## config.mk

```make
export PLATFORM = sky130hd
export DESIGN_NAME = isc_cell
export DESIGN_NICKNAME = d
export VERILOG_FILES = /design/src/rtl/isc_pkg.sv /design/src/rtl/isc_cell.sv
export SDC_FILE = /design/constraint.sdc
export NUM_CORES = 1
export LEC_CHECK = 0
export BUFFER_PORTS_ARGS = -buffer_cell sky130_fd_sc_hd__buf_2
export CORE_MARGIN = 1.5
export CORE_UTILIZATION = 30
export CTS_CLUSTER_SIZE = 24
export DETAILED_ROUTE_END_ITERATION = 10
export PLACE_DENSITY = 0.65
export SETUP_SLACK_MARGIN = 0.1
export SYNTH_ARGS = -nofsm -noshare
export SYNTH_HDL_FRONTEND = slang
export SYNTH_SLANG_ARGS = --single-unit
```

## constraint.sdc

```tcl
create_clock -name i_clk -period 2.5 [get_ports i_clk]
set_input_delay 0.25 -clock i_clk [delete_from_list [all_inputs] [get_ports i_clk]]
set_output_delay 0.25 -clock i_clk [all_outputs]
set_load 0.03 [all_outputs]
```

## src/rtl/isc_pkg.sv

```systemverilog
package isc_pkg;

    // Fixed field widths of the request and result transactions.
    localparam int POS_W     = 7;
    localparam int OUT_VAL_W = 32;
    localparam int CNT_OUT_W = 7;

    // Number of cells whose candidate read values are merged into one
    // registered group word.
    localparam int GROUP_SIZE = 32;

    typedef enum logic [1:0] {
        REQ_INSERT    = 2'd0,
        REQ_REMOVE    = 2'd1,
        REQ_READ      = 2'd2,
        REQ_OVERWRITE = 2'd3
    } t_req;

    typedef enum logic [1:0] {
        ST_OK    = 2'd0,
        ST_RANGE = 2'd1,
        ST_FULL  = 2'd2
    } t_status;

    // Broadcast control to every cell of the chain. The flags are only set
    // for an accepted request that completes without error.
    typedef struct packed {
        logic             ins;
        logic             rem;
        logic             wr;
        logic [POS_W-1:0] pos;
    } t_cell_ctl;

endpackage

```

## src/rtl/isc_cell.sv

```systemverilog
module isc_cell #(
    parameter int unsigned INDEX       = 0,
    parameter int          VALUE_WIDTH = 32
) (
    input  logic                   i_clk,
    input  isc_pkg::t_cell_ctl     i_ctl,
    input  logic [VALUE_WIDTH-1:0] i_new_value,
    input  logic [VALUE_WIDTH-1:0] i_left,
    input  logic [VALUE_WIDTH-1:0] i_right,
    output logic [VALUE_WIDTH-1:0] o_value,
    output logic [VALUE_WIDTH-1:0] o_pick
);

    logic [VALUE_WIDTH-1:0] r_value;
    logic [VALUE_WIDTH-1:0] n_value;
    logic [31:0]            w_pos;
    logic                   w_hit;
    logic                   w_above;

    assign w_pos   = 32'(i_ctl.pos);
    assign w_hit   = (w_pos == INDEX);
    assign w_above = (INDEX > w_pos);

    // An insert pulls from the lower neighbor above the target, a remove
    // pulls from the upper neighbor at and above the target.
    always_comb begin
        n_value = r_value;
        priority if (i_ctl.ins && w_above) begin
            n_value = i_left;
        end else if ((i_ctl.ins || i_ctl.wr) && w_hit) begin
            n_value = i_new_value;
        end else if (i_ctl.rem && (w_hit || w_above)) begin
            n_value = i_right;
        end else begin
            n_value = r_value;
        end
    end

    always_ff @(posedge i_clk) begin
        r_value <= n_value;
    end

    assign o_value = r_value;
    assign o_pick  = w_hit ? r_value : '0;

endmodule

```

Word-level counts from Yosys, hierarchy flattened
Cells that the tools add are included.
{"block": "word_totals", "ff_bits": 32, "inputBits": 107, "out_inout_bits": 64}
{"block": "op_classes", "magnitude_cmp": 1, "n_mux": 4, "n_reduce_logical": 7}
{"op": "two-way mux 32 bit", "n": 4}
{"op": "zero test 32 bit", "n": 1}
{"op": "greater-than comparator 1 x 7 -> 1 bit, first input constant", "n": 1}
{"op": "logical AND 1 bit", "n": 3}
{"op": "nonzero test 3 bit", "n": 1}
{"op": "logical OR 1 bit", "n": 2}

Longest topological paths before layout
Gate-level depths: netlist of the first run.
{"block": "logic_depth", "depth_word": 6, "depth_mapped": 4}

Worst setup path after synthesis of the first run
No wires, ideal clock.
{"block": "synth_path", "kind": "in2reg", "start": "input i_ctl[4] in the netlist's numbering", "end": "register r_value[0], in the netlist o_value[0] (enable)", "setup_slack_ns": 0.450, "stages": 3, "arrival_time_ns": 1.663, "n_path_buf": 1, "setup_ns": 0.387, "path_cell_list": "nor4_4 > clkbuf_1 > o211a_1"}
{"block": "synth_via", "elab_chain_len": 4, "word_cells_on_any_way": 7, "classes_between": "order compare (1); reduce/logical (6)"}
{"element": "start: declaration", "line": "isc_cell.sv:6", "rtl": "input isc_pkg::t_cell_ctl i_ctl,"}
{"element": "greater-than comparator 1 x 7 -> 1 bit / zero test 32 bit (equally long branches)", "line": "isc_cell.sv:22, isc_cell.sv:21"}
{"element": "logical OR 1 bit", "line": "isc_cell.sv:32", "rtl": "end else if (i_ctl.rem && (w_hit || w_above)) begin"}
{"element": "logical AND 1 bit", "line": "isc_cell.sv:32"}
{"element": "nonzero test 3 bit (no source line) (*)"}
{"element": "end signal: assignment", "line": "isc_cell.sv:40", "rtl": "r_value <= n_value;"}
{"element": "end: declaration", "line": "isc_cell.sv:14", "rtl": "logic [VALUE_WIDTH-1:0] r_value;"}
Every way passes the cells marked *; elsewhere a longest branch is shown, timed or not.
A chain may end at the register's enable or synchronous reset.

Worst setup path after layout of the first run
{"block": "layout_path", "start": "input i_ctl[4] in the netlist's numbering", "end": "output o_pick[0]"}
{"block": "layout_via", "elab_chain_len": 2}
{"element": "zero test 32 bit", "line": "isc_cell.sv:21", "rtl": "assign w_hit = (w_pos == INDEX);"}
{"element": "two-way mux 32 bit", "line": "isc_cell.sv:44", "rtl": "assign o_pick = w_hit ? r_value : '0;"}
{"element": "end: declaration", "line": "isc_cell.sv:11", "rtl": "output logic [VALUE_WIDTH-1:0] o_pick"}
Every way passes these cells.

==> impl_metrics.env, run 1 <==
export IMPL_crit_chain="buf_2, nor4_4, buf_4, and3_2, buf_2"
export IMPL_hold_violations=0
export IMPL_crit_required_ns=2.25
export IMPL_grt_total_usage_pct=14.08
export IMPL_syn_inst=110
export IMPL_nets=357
export IMPL_synth_main_ff_cell="edfxtp_1"
export IMPL_coreArea_sq_um=5574
export IMPL_hold_slack_ns=0.2705
export IMPL_synth_top_area_share_pct=54.62
export IMPL_p_leak_nw=1.475
export IMPL_final_setup_tns_ns=0
export IMPL_post_cts_setup_buffers=0
export IMPL_wl_per_cell_um=13.91
export IMPL_postRouteAntennaNets=0
export IMPL_gp_congestion=0.7467
export IMPL_fmax_mhz=579.4
export IMPL_synth_common_cells="edfxtp_1, mux2_4, and3_1, clkbuf_1"
export IMPL_setup_viol=0
export IMPL_min_period_over_period_pct=69.04
export IMPL_num_vias=1444
export IMPL_setup_worst_path_end_class="output pin"
export IMPL_busiest_layer="met2"
export IMPL_diodes=0
export IMPL_cp_slowest_stage_delay_ns=0.35
export IMPL_routed_wl_mm=4.492
export IMPL_fin_area_sq_um=2640
export IMPL_crit_type="primary input to output pin"
export IMPL_antenna_found_initial=0
export IMPL_cts_max_level=2
export IMPL_start_kind="primary input"
export IMPL_numPortBuffers=138
export IMPL_synth_seq_area_share_pct=54.62
export IMPL_path_clk_slew_ns=0.07
export IMPL_yosys_area_top_type="edfxtp_1"
export IMPL_largest_reg_flops=32
export IMPL_synth_distinct_cells=12
export IMPL_drc=0
export IMPL_cp_slowest_cell="buf_4"
export IMPL_maxSlewHeadroom_pct=72.89
export IMPL_initial_core_util_pct=31.56
export IMPL_postCtsHoldBufs=0
export IMPL_holdCritPathClass="primary input to register"
export IMPL_clk_path_buf_depth=2
export IMPL_async_flop_share_pct=0
export IMPL_clockRootBuffer="clkbuf_8"
export IMPL_grt_overflow=0
export IMPL_place_area_sq_um=2532
export IMPL_syn_nets=217
export IMPL_yosysWarnings=0
export IMPL_drt_iter0_drc=68
export IMPL_arrival_ns=1.48
export IMPL_drtPass1Iterations=4
export IMPL_cp_max_fo=33
export IMPL_layout_setup_ws_ns=0.7740
export IMPL_dp_hpwl_mm=3.476
export IMPL_max_cap_violations=0
export IMPL_syn_cell_area_sq_um=1759
export IMPL_dp_cells=315
export IMPL_fp_dieH_um=79.58
export IMPL_yosys_top_cells_area="edfxtp_1, mux2_4, and3_1"
export IMPL_power_mw=1.205
export IMPL_grt_start_max_net_pins=34
export IMPL_crit_top_cell="buf_2"
export IMPL_layoutNonFillerInstCount=323
export IMPL_num_rows=27
export IMPL_grt_pass1_vias=1432
export IMPL_clock_sinks=32
export IMPL_utilization_pct=47.36
export IMPL_grt_pass1_wl_mm=6.720
export IMPL_post_route_min_period_ns=1.726
export IMPL_pre_cts_slack_ns=0.5115
export IMPL_ios=171
export IMPL_tightest_slew_ns=0.4066
export IMPL_die_area_sq_um=6332
export IMPL_syn_to_final_growth_pct=50.07
export IMPL_die_w_um=79.58
export IMPL_ys_ff_latch=32
export IMPL_cts_resized=0
export IMPL_via_per_inst=4.471
export IMPL_status="finished, final reports clean"
export IMPL_slew_viol_final=0
export IMPL_drive_gt1_share_pct=74.90
export IMPL_cts_tree="yes"
export IMPL_grt_use_met2_pct=25.34
export IMPL_p_per_area_nw_per_um2=456.5
export IMPL_yosysMostFrequentCell="edfxtp_1"
export IMPL_synth_edf_count=32
export IMPL_met3_usage_pct=2.971
export IMPL_cts_made_buffers=5
export IMPL_grtUsageMet1_pct=16.02
export IMPL_syn_area_per_cell_sq_um=15.99
export IMPL_ir_drop_mv=0.2882
export IMPL_rsz0062_at_grt="no"
## kinds of logic (layout without fill, tap and decap cells)
group                  Yosys count  after routing  share of synthesized area (%)
buffers and inverters            9            150                          3.200
and+or+nand+nor                 36             36                          14.72
DFF                             32             32                          54.62
muxes                           32             32                          26.88
AOI/OAI and AO/OA                1              1                         0.5690
## final cells by class
class / count / area (sq um)
Fill cell: 540 / 2934
Sequential cell: 32 / 960.9
Multi-Input combinational cell: 69 / 748.2
Timing Repair Buffer: 142 / 733.2
Tap cell: 72 / 90.09
Clock buffer: 6 / 72.57
Clock inverter: 2 / 35.03
## metal layers
metal / up-vias / share of wire (%)
met3: 6 / 6.0
met1: 669 / 39
met5: - / 0
met4: 0 / 1.6
li1: 704 / -
met2: 65 / 54
## where the power goes
group / internal, mW / switching [mW]
combinational: 0.0831 / 0.0498
sequential: 0.594 / 0.00128
clock: 0.295 / 0.182
## cell usage in the layout (no fill, tap or decap), drive strengths merged
cell type	n
buf	142
edfxtp	32
mux2	32
and3	32
clkbuf	6
or2	1
nor4	1
nor3	1
nand3	1
o211a	1
bufinv	1
clkinv	1
## worst paths after layout
kind | start | end | slack (ns) | cells after the start
hold / removal | i_new_value[18] | o_value[18] | 0.27 | 2
setup / recovery | i_ctl[4] | o_pick[0] | 0.77 | 5
## critical path, delay by kind of cell
kind,cells,cell delay (ns)
buffers and inverters,3,0.65
and+or+nand+nor,2,0.57
No activity file was read; power rests on OpenSTA's default activity.
==> run 2, diff against run 1 <==
Settings changed: PLACE_DENSITY 0.65 to 0.67.
Clock period 2.5 ns to 1.4 ns, I/O delays scaled along.
==> run 2 against run 1 <==
First-iteration DRC count decreased by 29%. Wire length is 17% higher. Cell area rose by 16%. Die area unchanged. Clock-buffer cell count increased by 1. Largest power group unchanged.
==> impl_metrics.env, run 2 (synthesized netlist as in run 1, its figures left out) <==
export IMPL_die_w_um=79.58
export IMPL_clockRootBuffer="clkbuf_8"
export IMPL_hold_end="o_value[17]"
export IMPL_fmax_mhz=761.9
export IMPL_clock_sinks=32
export IMPL_final_setup_tns_ns=0
export IMPL_wl_per_cell_um=15.53
export IMPL_utilization_pct=54.95
export IMPL_ir_drop_mv=0.5046
export IMPL_pre_cts_slack_ns=-0.2479
export IMPL_cp_slowest_stage_delay_ns=0.27
export IMPL_hold_violations=0
export IMPL_max_cap_violations=0
export IMPL_power_mw=1.998
export IMPL_critPathBufInv=4
export IMPL_drc=0
export IMPL_cp_slowest_cell="nor4_4"
export IMPL_pwr_share_comb_pct=13.9
export IMPL_grt_start_max_net_pins=19
export IMPL_seqPwrFrac_pct=53.2
export IMPL_coreArea_sq_um=5574
export IMPL_switchingPower_mw=0.4165
export IMPL_final_seq_area_sq_um=960.9
export IMPL_post_route_min_period_ns=1.313
export IMPL_grt_pass1_wl_mm=7.465
export IMPL_num_rows=27
export IMPL_gp_congestion=0.7564
export IMPL_p_per_area_nw_per_um2=652.3
export IMPL_drt_iter0_drc=48
export IMPL_fp_dieH_um=79.58
export IMPL_nets=371
export IMPL_layout_filler_cells=479
export IMPL_layout_cells_most_common="buf_2"
export IMPL_clkPwrFrac_pct=32.9
export IMPL_drtPass1Iterations=3
export IMPL_grt_pass1_vias=1499
export IMPL_cts_tree="yes"
export IMPL_clk_path_buf_depth=2
export IMPL_crit_required_ns=1.26
export IMPL_crit_top_cell="buf_6"
export IMPL_postRouteAntennaNets=0
export IMPL_hold_start="i_right[17]"
export IMPL_multi_input_area_sq_um=814.5
export IMPL_numPortBuffers=138
export IMPL_diodes=0
export IMPL_slew_viol_final=0
export IMPL_layout_setup_ws_ns=0.08744
export IMPL_p_leak_nw=1.545
export IMPL_layout_common_cells="buf_2, edfxtp_1, buf_6"
export IMPL_path_clk_slew_ns=0.07
export IMPL_initial_core_util_pct=31.56
export IMPL_grt_overflow=0
export IMPL_cp_top_family="buffers and inverters"
export IMPL_die_area_sq_um=6332
export IMPL_min_path_cells=2
export IMPL_postCtsHoldBufs=0
export IMPL_p_int_mw=1.581
export IMPL_cts_max_level=2
export IMPL_crit_type="primary input to output pin"
export IMPL_tightest_slew_ns=0.2099
export IMPL_start_kind="primary input"
export IMPL_layoutNonFillerInstCount=337
export IMPL_place_area_sq_um=2615
export IMPL_cts_made_buffers=5
export IMPL_cp_max_fo=16
export IMPL_hold_slack_ns=0.1580
export IMPL_dp_cells=320
export IMPL_status="finished, final reports clean"
export IMPL_via_per_inst=4.463
export IMPL_holdCritPathClass="primary input to register"
export IMPL_num_vias=1504
export IMPL_min_period_over_period_pct=93.75
export IMPL_rsz0062_at_grt="yes"
export IMPL_maxSlewHeadroom_pct=85.90
export IMPL_routed_wl_mm=5.234
export IMPL_syn_to_final_growth_pct=74.11
export IMPL_largest_reg_flops=32
export IMPL_fin_area_sq_um=3063
export IMPL_grt_total_usage_pct=15.71
export IMPL_dp_hpwl_mm=3.664
export IMPL_ios=171
export IMPL_arrival_ns=1.17
export IMPL_setup_worst_path_end_class="output pin"
export IMPL_drive_gt1_share_pct=80.00
export IMPL_setup_viol=0
export IMPL_crit_chain="buf_6, nor4_4, buf_6, buf_12, and3_1, buf_6"
export IMPL_p_sw_share_pct=20.85
export IMPL_antenna_found_initial=0
[run 2: worst max path at each step]
| stage | from | end | slack (ns) | depth (start not counted) |
|---|---|---|---|---|
| final | i_ctl[4] | o_pick[24] | 0.09 | 6 |
| after global routing | i_ctl[4] | o_pick[24] | 0.02 | 6 |
| after CTS | i_ctl[0] | o_pick[0] | 0.08 | 6 |
| after detailed placement | i_ctl[4] | o_value[3] | -0.25 | 5 |
| after global placement | i_ctl[4] | o_value[11] | -0.21 | 5 |
| after floorplan | i_ctl[4] | o_value[0] | -0.09 | 3 |
[run 2: metal layers]
layer | vias up | part of all wire, % | track usage [%]
met3 | 4 | 7.1 | 4.800
met1 | 690 | 39 | 17.69
met2 | 75 | 53 | 28.47
li1 | 735 | - | -
met4 | 0 | 0.94 | 4.211
met5 | - | 0 | 0
[run 2: power groups by stage]
| stage | clock [mW] | combinational [mW] | sequential, mW |
|---|---|---|---|
| final | 0.657 | 0.277 | 1.06 |
| after global routing | 0.720 | 0.298 | 1.06 |
| after CTS | 0.678 | 0.260 | 1.06 |
| after detailed placement | 0 | 0.247 | 1.08 |
| after global placement | 0 | 0.242 | 1.08 |
| after floorplan | 0 | 0.101 | 1.09 |
[run 2: area by class of cell]
cell class | instances | share of cell area, %
clock buffer | 7 | 2.492
clock inverter | 1 | 0.1225
multi-input combinational | 69 | 26.59
sequential | 32 | 31.37
tap | 72 | 2.941
timing repair buffer | 156 | 36.48
[run 2: repair_timing]
action	CTS	global route
setup endpoints to repair	70	71
cloned	2	1
buffers inserted	4	2
gates resized for setup	37	45
pin swaps	2	3
